==> config.mk <==
export PLATFORM = sky130hd
export DESIGN_NAME = jet_ctrl
export DESIGN_NICKNAME = d
export VERILOG_FILES = /design/src/sv/jet_pkg.sv /design/src/sv/jet_ctrl.sv
export VERILOG_INCLUDE_DIRS = /design/src /design/src/sv
export SDC_FILE = /design/constraint.sdc
export NUM_CORES = 1
export LEC_CHECK = 0
export BUFFER_PORTS_ARGS = -buffer_cell sky130_fd_sc_hd__buf_4
export CAP_MARGIN = 20
export CORE_AREA = 5 5 42 44
export CTS_CLUSTER_DIAMETER = 80
export CTS_CLUSTER_SIZE = 14
export DETAILED_ROUTE_END_ITERATION = 7
export DIE_AREA = 0 0 47 49
export HOLD_SLACK_MARGIN = 0.02
export PLACE_DENSITY = 0.35
export SETUP_SLACK_MARGIN = 0.5
export SLEW_MARGIN = 20
export SYNTH_ARGS = -nofsm -noshare
export SYNTH_HDL_FRONTEND = slang
export SYNTH_SLANG_ARGS = --single-unit
==> constraint.sdc <==
create_clock -name clk -period 1.23 [get_ports clk]
set_clock_uncertainty 0.1 [all_clocks]
set_input_delay 0.123 -clock clk [delete_from_list [all_inputs] [get_ports clk]]
set_output_delay 0.123 -clock clk [all_outputs]
set_load 0.005 [all_outputs]
==> src/sv/assert_macros.svh <==
`ifndef ASSERT_MACROS_SVH
`define ASSERT_MACROS_SVH

// Concurrent check on the module's clk, disabled while arst_n is low.
`define JET_ASSERT(lbl, prop, msg) \
	lbl: assert property (@(posedge clk) disable iff (!arst_n) prop) else $error(msg);

// Condition that must never hold outside reset.
`define JET_ASSERT_NEVER(lbl, cond, msg) \
	lbl: assert property (@(posedge clk) disable iff (!arst_n) !(cond)) else $error(msg);

`endif

==> src/sv/jet_pkg.sv <==
package jet_pkg;

	localparam int FRAC_BITS    = 26;
	localparam int IMAGE_WIDTH  = 1024;
	localparam int IMAGE_HEIGHT = 1024;

	localparam int PIX_W   = 10;
	localparam int Q_W     = 32;
	localparam int STEP_W  = 31;
	localparam int ITER_W  = 16;
	localparam int CSTEP_W = 24;
	localparam int COLOR_W = 32;
	localparam int WIDE_W  = 64;
	// pixel minus half the image, signed; covers image sizes up to 8192
	localparam int OFF_W   = 13;
	localparam int PROD_W  = OFF_W + Q_W;

	// 4.0 at the precision of a full square
	localparam logic [WIDE_W-1:0] ESC_LIMIT = WIDE_W'(4) << (2 * FRAC_BITS);

	localparam logic signed [WIDE_W-1:0] Q_MAX = (WIDE_W'(1) <<< (Q_W - 1)) - WIDE_W'(1);
	localparam logic signed [WIDE_W-1:0] Q_MIN = -(WIDE_W'(1) <<< (Q_W - 1));

	// APB register map
	localparam int APB_W     = 32;
	localparam int ADDR_W    = 5;
	localparam int REG_IDX_W = 3;
	localparam logic [REG_IDX_W-1:0] REG_C_REAL    = 3'd0;
	localparam logic [REG_IDX_W-1:0] REG_C_IMAG    = 3'd1;
	localparam logic [REG_IDX_W-1:0] REG_CENTER_X  = 3'd2;
	localparam logic [REG_IDX_W-1:0] REG_CENTER_Y  = 3'd3;
	localparam logic [REG_IDX_W-1:0] REG_PIX_STEP  = 3'd4;
	localparam logic [REG_IDX_W-1:0] REG_MAX_ITER  = 3'd5;
	localparam logic [REG_IDX_W-1:0] REG_COLOR_STP = 3'd6;

	localparam logic [STEP_W-1:0]  RST_PIX_STEP  = 31'd262144;
	localparam logic [ITER_W-1:0]  RST_MAX_ITER  = 16'd100;
	localparam logic [CSTEP_W-1:0] RST_COLOR_STP = 24'd1;

	typedef struct packed {
		logic signed [Q_W-1:0] c_real;
		logic signed [Q_W-1:0] c_imag;
		logic signed [Q_W-1:0] center_x;
		logic signed [Q_W-1:0] center_y;
		logic [STEP_W-1:0]     pixel_step;
		logic [ITER_W-1:0]     max_iterations;
		logic [CSTEP_W-1:0]    color_step;
	} cfg_t;

	typedef struct packed {
		logic start;
		logic init;
		logic mul;
		logic upd;
		logic fin;
	} cmd_t;

	typedef struct packed {
		logic stop;
		logic out_free;
	} stat_t;

	function automatic logic signed [Q_W-1:0] sat_q(input logic signed [WIDE_W-1:0] v);
		logic signed [Q_W-1:0] r;
		if (v > Q_MAX) begin
			r = Q_W'(Q_MAX);
		end else if (v < Q_MIN) begin
			r = Q_W'(Q_MIN);
		end else begin
			r = v[Q_W-1:0];
		end
		return r;
	endfunction

endpackage

==> src/sv/jet_ctrl.sv <==
`include "assert_macros.svh"

module jet_ctrl (
	input  logic           clk,
	input  logic           arst_n,
	input  logic           in_valid,
	output logic           in_ready,
	input  jet_pkg::stat_t stat,
	output jet_pkg::cmd_t  cmd
);

	localparam logic [2:0] S_IDLE = 3'd0;
	localparam logic [2:0] S_INIT = 3'd1;
	localparam logic [2:0] S_MUL  = 3'd2;
	localparam logic [2:0] S_UPD  = 3'd3;
	localparam logic [2:0] S_FIN  = 3'd4;

	logic [2:0] state_q;
	logic [2:0] state_d;

	assign in_ready  = (state_q == S_IDLE);
	assign cmd.start = in_valid && in_ready;
	assign cmd.init  = (state_q == S_INIT);
	assign cmd.mul   = (state_q == S_MUL);
	assign cmd.upd   = (state_q == S_UPD) && !stat.stop;
	assign cmd.fin   = (state_q == S_FIN) && stat.out_free;

	always_comb begin
		state_d = state_q;
		unique case (state_q)
			S_IDLE: begin
				if (cmd.start) state_d = S_INIT;
			end
			S_INIT: state_d = S_MUL;
			S_MUL:  state_d = S_UPD;
			S_UPD: begin
				state_d = stat.stop ? S_FIN : S_MUL;
			end
			S_FIN: begin
				// hold until the output register is free
				if (stat.out_free) state_d = S_IDLE;
			end
			default: state_d = S_IDLE;
		endcase
	end

	always_ff @(posedge clk or negedge arst_n) begin
		if (!arst_n) begin
			state_q <= S_IDLE;
		end else begin
			state_q <= state_d;
		end
	end

	`JET_ASSERT(a_accept_starts, in_valid && in_ready |=> state_q == S_INIT, "accept did not start setup")
	`JET_ASSERT(a_loop_back, state_q == S_UPD && !stat.stop |=> state_q == S_MUL, "iteration did not loop")
	`JET_ASSERT(a_fin_entry, state_q == S_FIN |-> ($past(state_q) == S_UPD || $past(state_q) == S_FIN), "finish not after update")

endmodule

# Word level (Yosys, flattened, before mapping)
# Cells that the tools add are included.
[totals]
out_inout_bits = 6
ff_bits = 3
[op_classes]
n_eq_ne = 6
reduce_logical = 6
muxes = 4
[op_table]
columns = ["operator", "count"]
rows = [
  ["$pmux 3 s5", 1],
  ["$mux 3", 3],
  ["$eq 3x2->1 const B", 2],
  ["$eq 3x1->1 const B", 1],
  ["$eq 3x3->1 const B", 1],
  ["$logic_and 1x1->1", 3],
  ["$logic_not 3->1", 1],
  ["$ne 2x1->1 const B", 1],
  ["$ne 2x2->1 const B", 1],
  ["$reduce_and 2->1", 1],
  ["$logic_not 1->1", 1],
]

# Longest topological paths before layout
[depth]
ltp_word = 4
ltp_mapped = 3
mapped_depth_nobuf = 2

# Worst setup path before layout
# No wires, ideal clock.
[synth_path]
path_type = "register to register"
start = "register state_q[0]"
end = "register state_q[2]"
required_ns = 1.054
t_arrival_ns = 1.026
path_stages_with_launch = 4
n_path_buf = 1
path_slack_ns = 0.028
synth_period_minus_slack_ns = 1.202
path_cell_list = "dfrtp_1 -> buf_6 -> or4b_1 -> o21ai_1"
[synth_between]
elab_chain_len = 4
elab_cells_between_ends = 10
cone_classes = "6 x eq/ne; 1 x mux; 3 x reduce/logical"
[synth_rtl]
columns = ["item", "line", "source"]
rows = [
  ["start: declaration", "jet_ctrl.sv:18", "logic [2:0] state_q;"],
  ["start signal: assignment", "jet_ctrl.sv:51", "state_q <= state_d;"],
  ["$logic_not 3->1", "jet_ctrl.sv:21, jet_ctrl.sv:30", ""],
  ["$logic_and 1x1->1", "jet_ctrl.sv:22", "assign cmd.start = in_valid && in_ready;"],
  ["$ne 2x1->1 (no line)", "n/a", ""],
  ["$reduce_and 2->1 (no line)", "n/a", ""],
]
# Several ways; a longest one is shown, not always the timed one.
# A chain may end at the register's enable or synchronous reset.

==> impl_metrics.yaml <==
outcome:
  status: "finished, violations left"
  violations: "negative setup slack"
worst_setup_path:
  slowest_stage: "dfrtp_2"
  worst_ep_required_time_ns: 1.01
  cp.arrival_ns: 1.14
  end_kind: "output pin"
  crit_chain: "nand2b_4 > nor3b_2 > buf_4"
  max_stage_delay_ns: 0.45
  path_max_fanout: 7
  worstSetupPathType: "register to output pin"
  cp-start-kind: "register"
placement:
  gp_congestion: 0.6674
  numPortBuffers: 10
  dpl.hpwl_um: 370.2
global_routing:
  grt_first_pass_wirelength_um: 959
  met2_usage: 0.09050
  globalRouteMet1Util: 0.06181
  grt_usage: 0.05924
  grt_max_degree: 8
  grt_pass1_vias: 246
  met3_usage: 0.04797
  top_usage_layer: "met2"
  grt_overflow: 0
  antenna_found_initial: 0
final_layout:
  reg_top3: "state_q: 3 flops"
  layout.nets: 43
  layout-drive-gt1-share: 0.6757
  n_antenna_cell: 0
  largest_reg_flops: 3
  largest-register: "state_q"
  area_growth_pct: 104.3
floorplanning:
  fp.dieH_um: 49
  start_util: 0.1232
  rows: 14
  core_mm2: 0.001401
  die_x_um: 47
  io_pins: 11
  die-area_mm2: 0.002303
power:
  power_density_mw_per_mm2: 2495
  switching_share: 0.3615
  ir_drop_uv: 746.4
  p_total_uw: 880.2
  p_sw_uw: 318.2
  power.internal_uw: 562.0
  comb_power_share: 0.492
  leakage_uw: 0.0001633
  p_seq_frac: 0.302
  clock_power_share: 0.206
sta:
  slew_viol_final: 0
  worst_slew_pin_slew_ns: 0.1896
  worst_slack_ns: -0.1295
  setup_viol: 7
  fmax_ghz: 0.7356
  hold_viol: 0
  hold_slack_ns: 0.06018
  tns_ns: -0.5375
  rsz0062_at_grt: "yes"
  min_period_over_period: 1.105
  max_slew_margin: 0.8733
  fin_crit_ns: 1.359
cts:
  clk_pin_slew_ns: 0.04
  insertion_delay_ns: 0.24
  cts_root_buffer: "clkbuf_4"
  htree_levels: 1
  cts_buffer_depth: 2
  tritoncts: "yes"
  clkSinkCount: 3
  cts_buffers: 3
drt:
  first_pass_iters: 3
  wl_per_cell_um: 11.51
  num_vias: 218
  drt_iter0_drc: 2
  drc: 0
  postRouteAntennaNets: 0
  vias_per_cell: 4.113
  finalWirelength_um: 610
yosys:
  synth_enable_flop_cells: 0
  avgSynthCellArea_um2: 9.088
  netlist_instances: 19
  synthDistinctLibCells: 12
  synth-main-ff-cell: "dfrtp_1"
  ys_seq_area_frac: 0.4348
  synthArstFlopShare: 1.000
  netlist_top_cells_area: "dfrtp_1 43%, nor3_1 8.7%, nor3b_1 8.7%"
  synth_area_um2: 172.7
  ys_ff_latch: 3
  netlist_top_cells_count: "3 x dfrtp_1, 3 x nor2_1, 3 x nor3_1"
  syn-num-nets: 24
  yosysTopAreaCell: "dfrtp_1"
  synth_top_area_share: 0.4348
  ys_warn_count: 0
flow_run:
  drv_cap: 0
hold_path:
  hp-class: "primary input to register"
## worst max-delay path, delay by kind of cell (launching register included)
kind / cells / cell delay [ns]
flip-flops: 1 / 0.45
buffers and inverters: 1 / 0.13
AND/OR/NAND/NOR: 2 / 0.32
## worst paths after layout
path	from	to	slack, ns	depth (start not counted)
setup / recovery	state_q[2]$_DFFE_PN0P_	cmd[1]	-0.13	3
hold / removal	stat[1]	state_q[2]$_DFFE_PN0P_	0.06	3
setup reg to reg	state_q[1]$_DFFE_PN0P_	state_q[2]$_DFFE_PN0P_	-0.04	2
hold reg to reg	state_q[2]$_DFFE_PN0P_	state_q[0]$_DFFE_PN0P_	0.44	1
max in group asynchronous	arst_n	state_q[1]$_DFFE_PN0P_	0.81	2
min in group asynchronous	arst_n	state_q[0]$_DFFE_PN0P_	0.11	2
## area by class of cell
cell class	count	area [µm²]
fill	161	1049
sequential	3	78.83
tap	16	20.02
clock buffer	4	26.28
multi-input combinational	15	112.6
timing repair buffer	15	115.1
## cells by family (layout without fill, tap and decap cells)
group / count (synthesis) / after routing / synth area share
AND/OR/NAND/NOR: 14 / 14 / 0.4710
AO/OA/AOI/OAI: 1 / 1 / 0.02896
buffers and inverters: 1 / 19 / 0.06521
flip-flops: 3 / 3 / 0.4348
## cells in the final DEF (no fill, tap or decap)
master	count
clkbuf_4	3
nor3b_1	1
and3_2	1
nor2_1	2
nor2_2	1
and3_1	1
nand2b_4	1
or4b_1	1
nor3_1	2
clkbuf_1	1
dlygate4sd3_1	1
o21ai_1	1
nor3_4	1
nand2_1	1
and2_1	1
buf_4	14
nor3b_2	1
dfrtp_2	3
## per-stage QoR
step                      setup WS (ns)  cell area (µm²)    util  cells
final                           -0.1295            352.8  0.2518     53
after global routing            -0.1873            352.8  0.2518     53
after CTS                       -0.1239            336.6  0.2402     52
after detailed placement        0.01228            261.5  0.1866     44
after global placement          0.04143            261.5  0.1866     44
after floorplan                 0.06315            177.7       -     19
## per-layer routing
layer,up-vias,share of wire
met5,-,0
met3,0,0.13
met2,13,0.41
li1,102,-
met4,0,0
met1,103,0.46
## timing repair
| action | CTS | global route |
|---|---|---|
| cloned | 0 | 0 |
| setup endpoints to repair | 9 | 9 |
| hold buffers | 1 | 0 |
| resized for setup | 7 | 2 |
| setup buffers | 3 | 1 |
| endpoints found under the hold margin | 3 | 0 |
| pin swaps | 4 | 3 |
## power groups by stage
stage / sequential [µW] / clock, µW / combinational, µW
2_1_floorplan: 184 / 0 / 197
3_3_place_gp: 222 / 0 / 283
3_5_place_dp: 223 / 0 / 281
4_1_cts: 247 / 180 / 390
5_1_grt: 276 / 196 / 477
6_report: 266 / 182 / 433
(Power assumes the default switching activity.)
