--- src/sv/assert_macros.svh ---
`ifndef ASSERT_MACROS_SVH
`define ASSERT_MACROS_SVH

// Concurrent check on the module's clk, disabled while arst_n is low.
`define JET_ASSERT(lbl, prop, msg) \
	lbl: assert property (@(posedge clk) disable iff (!arst_n) prop) else $error(msg);

// Condition that must never hold outside reset.
`define JET_ASSERT_NEVER(lbl, cond, msg) \
	lbl: assert property (@(posedge clk) disable iff (!arst_n) !(cond)) else $error(msg);

`endif

--- src/sv/jet_pkg.sv ---
package jet_pkg;

	localparam int FRAC_BITS    = 26;
	localparam int IMAGE_WIDTH  = 1024;
	localparam int IMAGE_HEIGHT = 1024;

	localparam int PIX_W   = 10;
	localparam int Q_W     = 32;
	localparam int STEP_W  = 31;
	localparam int ITER_W  = 16;
	localparam int CSTEP_W = 24;
	localparam int COLOR_W = 32;
	localparam int WIDE_W  = 64;
	// pixel minus half the image, signed; covers image sizes up to 8192
	localparam int OFF_W   = 13;
	localparam int PROD_W  = OFF_W + Q_W;

	// 4.0 at the precision of a full square
	localparam logic [WIDE_W-1:0] ESC_LIMIT = WIDE_W'(4) << (2 * FRAC_BITS);

	localparam logic signed [WIDE_W-1:0] Q_MAX = (WIDE_W'(1) <<< (Q_W - 1)) - WIDE_W'(1);
	localparam logic signed [WIDE_W-1:0] Q_MIN = -(WIDE_W'(1) <<< (Q_W - 1));

	// APB register map
	localparam int APB_W     = 32;
	localparam int ADDR_W    = 5;
	localparam int REG_IDX_W = 3;
	localparam logic [REG_IDX_W-1:0] REG_C_REAL    = 3'd0;
	localparam logic [REG_IDX_W-1:0] REG_C_IMAG    = 3'd1;
	localparam logic [REG_IDX_W-1:0] REG_CENTER_X  = 3'd2;
	localparam logic [REG_IDX_W-1:0] REG_CENTER_Y  = 3'd3;
	localparam logic [REG_IDX_W-1:0] REG_PIX_STEP  = 3'd4;
	localparam logic [REG_IDX_W-1:0] REG_MAX_ITER  = 3'd5;
	localparam logic [REG_IDX_W-1:0] REG_COLOR_STP = 3'd6;

	localparam logic [STEP_W-1:0]  RST_PIX_STEP  = 31'd262144;
	localparam logic [ITER_W-1:0]  RST_MAX_ITER  = 16'd100;
	localparam logic [CSTEP_W-1:0] RST_COLOR_STP = 24'd1;

	typedef struct packed {
		logic signed [Q_W-1:0] c_real;
		logic signed [Q_W-1:0] c_imag;
		logic signed [Q_W-1:0] center_x;
		logic signed [Q_W-1:0] center_y;
		logic [STEP_W-1:0]     pixel_step;
		logic [ITER_W-1:0]     max_iterations;
		logic [CSTEP_W-1:0]    color_step;
	} cfg_t;

	typedef struct packed {
		logic start;
		logic init;
		logic mul;
		logic upd;
		logic fin;
	} cmd_t;

	typedef struct packed {
		logic stop;
		logic out_free;
	} stat_t;

	function automatic logic signed [Q_W-1:0] sat_q(input logic signed [WIDE_W-1:0] v);
		logic signed [Q_W-1:0] r;
		if (v > Q_MAX) begin
			r = Q_W'(Q_MAX);
		end else if (v < Q_MIN) begin
			r = Q_W'(Q_MIN);
		end else begin
			r = v[Q_W-1:0];
		end
		return r;
	endfunction

endpackage

--- src/sv/jet_regs.sv ---
module jet_regs (
	input  logic                         clk,
	input  logic                         arst_n,
	input  logic                         psel,
	input  logic                         penable,
	input  logic                         pwrite,
	input  logic [jet_pkg::ADDR_W-1:0]   paddr,
	input  logic [jet_pkg::APB_W-1:0]    pwdata,
	output logic [jet_pkg::APB_W-1:0]    prdata,
	output logic                         pready,
	output jet_pkg::cfg_t                cfg
);

	jet_pkg::cfg_t                   cfg_q;
	logic [jet_pkg::REG_IDX_W-1:0]   idx;
	logic                            wr_en;

	assign idx    = paddr[jet_pkg::ADDR_W-1:2];
	assign wr_en  = psel & penable & pwrite;
	assign pready = 1'b1;
	assign cfg    = cfg_q;

	always_ff @(posedge clk or negedge arst_n) begin
		if (!arst_n) begin
			cfg_q.c_real         <= '0;
			cfg_q.c_imag         <= '0;
			cfg_q.center_x       <= '0;
			cfg_q.center_y       <= '0;
			cfg_q.pixel_step     <= jet_pkg::RST_PIX_STEP;
			cfg_q.max_iterations <= jet_pkg::RST_MAX_ITER;
			cfg_q.color_step     <= jet_pkg::RST_COLOR_STP;
		end else if (wr_en) begin
			unique case (idx)
				jet_pkg::REG_C_REAL:    cfg_q.c_real         <= pwdata;
				jet_pkg::REG_C_IMAG:    cfg_q.c_imag         <= pwdata;
				jet_pkg::REG_CENTER_X:  cfg_q.center_x       <= pwdata;
				jet_pkg::REG_CENTER_Y:  cfg_q.center_y       <= pwdata;
				jet_pkg::REG_PIX_STEP:  cfg_q.pixel_step     <= pwdata[jet_pkg::STEP_W-1:0];
				jet_pkg::REG_MAX_ITER:  cfg_q.max_iterations <= pwdata[jet_pkg::ITER_W-1:0];
				jet_pkg::REG_COLOR_STP: cfg_q.color_step     <= pwdata[jet_pkg::CSTEP_W-1:0];
				default: ;
			endcase
		end
	end

	always_comb begin
		unique case (idx)
			jet_pkg::REG_C_REAL:    prdata = cfg_q.c_real;
			jet_pkg::REG_C_IMAG:    prdata = cfg_q.c_imag;
			jet_pkg::REG_CENTER_X:  prdata = cfg_q.center_x;
			jet_pkg::REG_CENTER_Y:  prdata = cfg_q.center_y;
			jet_pkg::REG_PIX_STEP:  prdata = jet_pkg::APB_W'(cfg_q.pixel_step);
			jet_pkg::REG_MAX_ITER:  prdata = jet_pkg::APB_W'(cfg_q.max_iterations);
			jet_pkg::REG_COLOR_STP: prdata = jet_pkg::APB_W'(cfg_q.color_step);
			default:                prdata = '0;
		endcase
	end

endmodule

--- config.mk ---
export PLATFORM = sky130hd
export DESIGN_NAME = jet_regs
export DESIGN_NICKNAME = d
export VERILOG_FILES = /design/src/sv/assert_macros.svh /design/src/sv/jet_pkg.sv /design/src/sv/jet_regs.sv
export SDC_FILE = /design/constraint.sdc
export NUM_CORES = 1
export LEC_CHECK = 0
export BUFFER_PORTS_ARGS = -buffer_cell sky130_fd_sc_hd__buf_2
export CAP_MARGIN = 20
export CELL_PAD_IN_SITES_DETAIL_PLACEMENT = 1
export CELL_PAD_IN_SITES_GLOBAL_PLACEMENT = 1
export CORE_UTILIZATION = 40
export DETAILED_ROUTE_END_ITERATION = 7
export GPL_ROUTABILITY_DRIVEN = 0
export PLACE_DENSITY = 0.78
export RECOVER_POWER = 25
export SYNTH_ARGS = -nofsm -noshare
export SYNTH_HDL_FRONTEND = slang
export SYNTH_SLANG_ARGS = --single-unit
--- constraint.sdc ---
create_clock -name clk -period 3.3 [get_ports clk]
set_input_delay 0.33 -clock clk [delete_from_list [all_inputs] [get_ports clk]]
set_output_delay 0.33 -clock clk [all_outputs]
set_load 0.05 [all_outputs]
# Word level (Yosys, flattened, before mapping)

Cells that the tools add are included.

Register bits: 199
Latch bits: 0
RAM bits: 0
Memory bits (read-only): 0
Input bits: 42
Word-level logic and storage cells: 24
Memories kept: 0

Add/sub/neg operators: 0
$mul: 0
Div/mod/pow operators: 0
Magnitude comparators: 0
Equal/unequal tests: 6
Shift-type cells: 0
Mux-type cells: 1
Bitwise gates (word level): 2
Reductions and logical operators: 8

Operators with widths:

| operator                                      | number |
|---|---|
| one-hot mux 32 bit (7 select lines)           | 1 |
| AND reduction 2 bit                           | 7 |
| == test 3 bit, second input constant          | 3 |
| == test 3 x 2 -> 1 bit, second input constant | 2 |
| == test 3 x 1 -> 1 bit, second input constant | 1 |
| logical NOT 3 bit                             | 1 |
| bitwise AND 1 bit                             | 2 |

# Depth between registers and ports, before layout

Depth in word-level cells: 3
Depth in mapped cells: 6
Depth with buffers taken out: 3

# Least setup slack after synthesis

No wires, ideal clock.

Path type: input -> output
Start point: in paddr[2] in the netlist's numbering
End point: out prdata[16] in the netlist's numbering
Data arrival time: 2.030 ns
Data required time: 2.970 ns
Setup slack: 0.940 ns
Stages on the path: 6
Buffers on the path: 3
Path through: buf_2 -> nor2b_1 -> clkbuf_1 -> clkbuf_1 -> nand2_1 -> a31oi_1

Cells in the longest elaborated chain, start to end: 2
Elaborated cells on any way between the ends: 8
Those cells by class: eq/ne (6); mux (1); reduce/logical (1)

RTL lines:

| element                                 | RTL line       | text |
|---|---|---|
| from (decl)                             | jet_regs.sv:7  | `input logic [jet_pkg::ADDR_W-1:0] paddr,` |
| == test 3 bit (tied with other cells)   | jet_regs.sv:47 | `unique case (idx)` |
| one-hot mux 32 bit (7 select lines) (*) | jet_regs.sv:47 |  |
| to (decl)                               | jet_regs.sv:9  | `output logic [jet_pkg::APB_W-1:0] prdata,` |

Mark *: on every way between the ends. The rest lies on a longest branch, timed or not.

# Final worst setup path

Start point: in paddr[4] in the netlist's numbering
End point: out prdata[24] in the netlist's numbering

Same word-level chain as after synthesis.

==> metrics.csv <==
stage;metric;value;unit
yosys;number of enable flip-flop cells after synthesis;0;
routing;Starting DRT DRC Count;241;
yosys;FFs w/ async S/R, synth;100;%
placement;post-place instance area;10900;µm²
floorplanning;Die Y;153;µm
global_routing;GRT overflow;0;
timing;fin crit period;2.48;ns
yosys;flops & latches, synth;199;
floorplanning;Die W;153;µm
timing;Hold Vio Cnt, Final;0;
clocking;clock sinks;199;
run_status;failing checks;capacitance limit, slew limit;
timing;Final setup viols;0;
global_routing;vias in the first global route;7200;
pwr;clock network power share;23.6;%
finish;P&R area growth vs syn;24.8;%
yosys;Ys Warns;0;
finish;diode count;0;
timing;Tcrit/Tclk final;75.1;%
yosys;post-synthesis cell type count;40;
floorplanning;cell row count;54;
routing;WL/cell;22.6;µm
pwr;PwrDens;786;nW/µm²
yosys;Post-synth top flop;dfrtp_1;
clocking;CTS tree;built;
yosys;cell area after synthesis;9150;µm²
timing;fin. max-slew vios;76;
clocking;TritonCTS Buffers;17;
yosys;syn avg cell area;13.8;µm²
run;max-cap violations;1;
pwr;worst vdd ir;0.390;mV
finish;max reg flops;199;
timing;fmax;403;MHz
floorplanning;Initial Util;41.4;%
clocking;PostCTS Resize Cnt;0;
pwr;P_sw;4.01;mW
global_routing;initial antenna violation count;0;
yosys;Cells after Synth;664;
critical_path;CP Max Fanout;26;
yosys;Net Count, Synth;706;
clocking;worst skew pair latency;0.43;ns
placement;Post-DP HPWL;19.1;mm
routing;Vias;6706;
timing;Setup TNS Final;0;ns
routing;WL final;27.7;mm
clocking;root buffer cell;clkbuf_16;
routing;Routed Antenna Nets;0;
timing;RSZ-0062 raised after global routing;no;
routing;1st-pass router iterations;4;
clocking;Clock Tree Buf Depth;2;
floorplanning;Core Region;22100;µm²
timing;Worst Tran Pin Value;1.99;ns
clocking;htree depth;4;
critical_path;CP required;2.97;ns
pwr;sw frac;44.8;%
finish;fin nets;971;
pwr;internal power;4.96;mW
critical_path;Crit. End Element;output pin;
run_status;status;finished with violations;
finish;highest-count cells in the layout ignoring fill and taps;buf_2 (224), mux2_2 (211), dfrtp_1 (194), mux2i_1 (49), clkbuf_1 (43);
timing;Final Skew;0;ns
yosys;register area share after synthesis;54.5;%
timing;Max-Slew Margin vs Limit;-32.9;%
floorplanning;I/O pin total;274;
finish;commonest non-fill, non-tap cell in the layout;buf_2;
global_routing;total track usage;24.2;%
global_routing;largest net degree at the start of global routing;77;
pwr;Seq pwr share;37.0;%
finish;share of cells above drive strength 1;53.7;%
routing;average via count per standard cell;5.49;
critical_path;Crit path arrival time;2.15;ns
floorplanning;die area;23500;µm²
placement;Port Buffers;270;
global_routing;first-pass GRT wire length;43.4;mm
critical_path;CP Class;in -> out;
worst_hold_path;Hold Crit Class;in -> reg;
pwr;leakage;5.65;nW
critical_path;startpoint types;input port;
clocking;Clock transition at path regs;0.07;ns
pwr;Comb power frac;39.4;%
finish;fin area;11400;µm²
clocking;post-CTS setup buffer count;0;
routing;DRC viols;0;
## path summary, 6_finish.rpt
| check | to | start | depth (start not counted) | slack [ns] |
|---|---|---|---|---|
| worst max-delay path | prdata[24] | paddr[4] | 5 | 0.82 |
| worst min-delay path | cfg[166] | pwdata[31] | 2 | 0.18 |
| worst max register to register | cfg[142] | cfg[142] | 1 | 2.45 |
| worst min register to register | cfg[141] | cfg[141] | 1 | 0.52 |
| max in group asynchronous | cfg[30] | arst_n | 3 | 1.00 |
| min in group asynchronous | cfg[176] | arst_n | 2 | 1.00 |
## cell type report
class	instances	area, µm²
Clock buffer	17	425
Clock inverter	15	165
Tap cell	280	350
Fill cell	2326	10700
Multi-Input combinational cell	414	3940
Sequential cell	199	4990
Inverter	3	11.3
Timing Repair Buffer	294	1540
## cells in the mapped netlist, types with 4 or more instances
master / n / area, µm²
a21o_1: 10 / 75.1
clkbuf_1: 11 / 41.3
mux2i_1: 49 / 490
dfrtp_1: 194 / 4850
o21ai_0: 12 / 60.1
buf_2: 30 / 150
o211ai_1: 5 / 37.5
nand3_1: 12 / 60.1
mux2_1: 8 / 90.1
nand2_1: 10 / 37.5
nand3b_1: 5 / 37.5
mux2_2: 211 / 2380
o22ai_1: 10 / 62.6
a31oi_1: 4 / 25.0
nor2_1: 14 / 52.6
and2_1: 6 / 37.5
a221oi_1: 11 / 96.3
o21a_1: 12 / 90.1
dfstp_2: 5 / 131
a221o_1: 4 / 40.0
a22oi_1: 5 / 37.5
a32oi_1: 5 / 43.8
## repair_timing
action | 4_1_cts | 5_1_grt
endpoints found under the setup margin | 0 | 0
hold endpoints to repair | 69 | 0
hold buffers | 1 | 0
## routing by layer
metal / wire (µm) / track usage (%) / vias up
met5: 0 / 0 / -
met4: 390 / 6.54 / 0
met3: 1770 / 6.01 / 32
met2: 13200 / 40.2 / 228
met1: 12300 / 31.4 / 3467
li1: - / - / 2979
## metrics by stage
stage / worst slack [ns] / utilization [%] / power (mW) / hold WS, ns / std cells
after floorplan: 0.940 / - / 5.94 / 0.0344 / 664
after global placement: 0.814 / 49.2 / 6.85 / 0.399 / 1189
after detailed placement: 0.793 / 49.2 / 6.93 / 0.402 / 1189
after CTS: 0.801 / 51.9 / 9.06 / 0.168 / 1222
after global routing: 0.641 / 51.6 / 9.32 / 0.178 / 1222
final: 0.820 / 51.6 / 8.97 / 0.179 / 1222
## power groups by stage
stage	logic, mW	clock network [mW]	registers (mW)
floorplan	0.977	0	4.97
global placement	3.52	0	3.33
detailed placement	3.58	0	3.36
CTS	3.58	2.16	3.31
global route	3.68	2.26	3.39
finish	3.53	2.12	3.32
## cell families after synthesis
| group | after synthesis | synth area share, % |
|---|---|---|
| muxes | 269 | 32.6 |
| DFF | 199 | 54.5 |
| AOI/OAI and AO/OA | 81 | 6.47 |
| and+or+nand+nor | 63 | 3.61 |
| buffers and inverters | 51 | 2.79 |
| other | 1 | 0.0410 |
## worst max-delay path, stage by stage
cell and delay, ns:
buf_2 0.46, inv_1 0.50, a221oi_1 0.55, nor2_1 0.07, buf_2 0.22
Power figures use the tool's default switching activity.
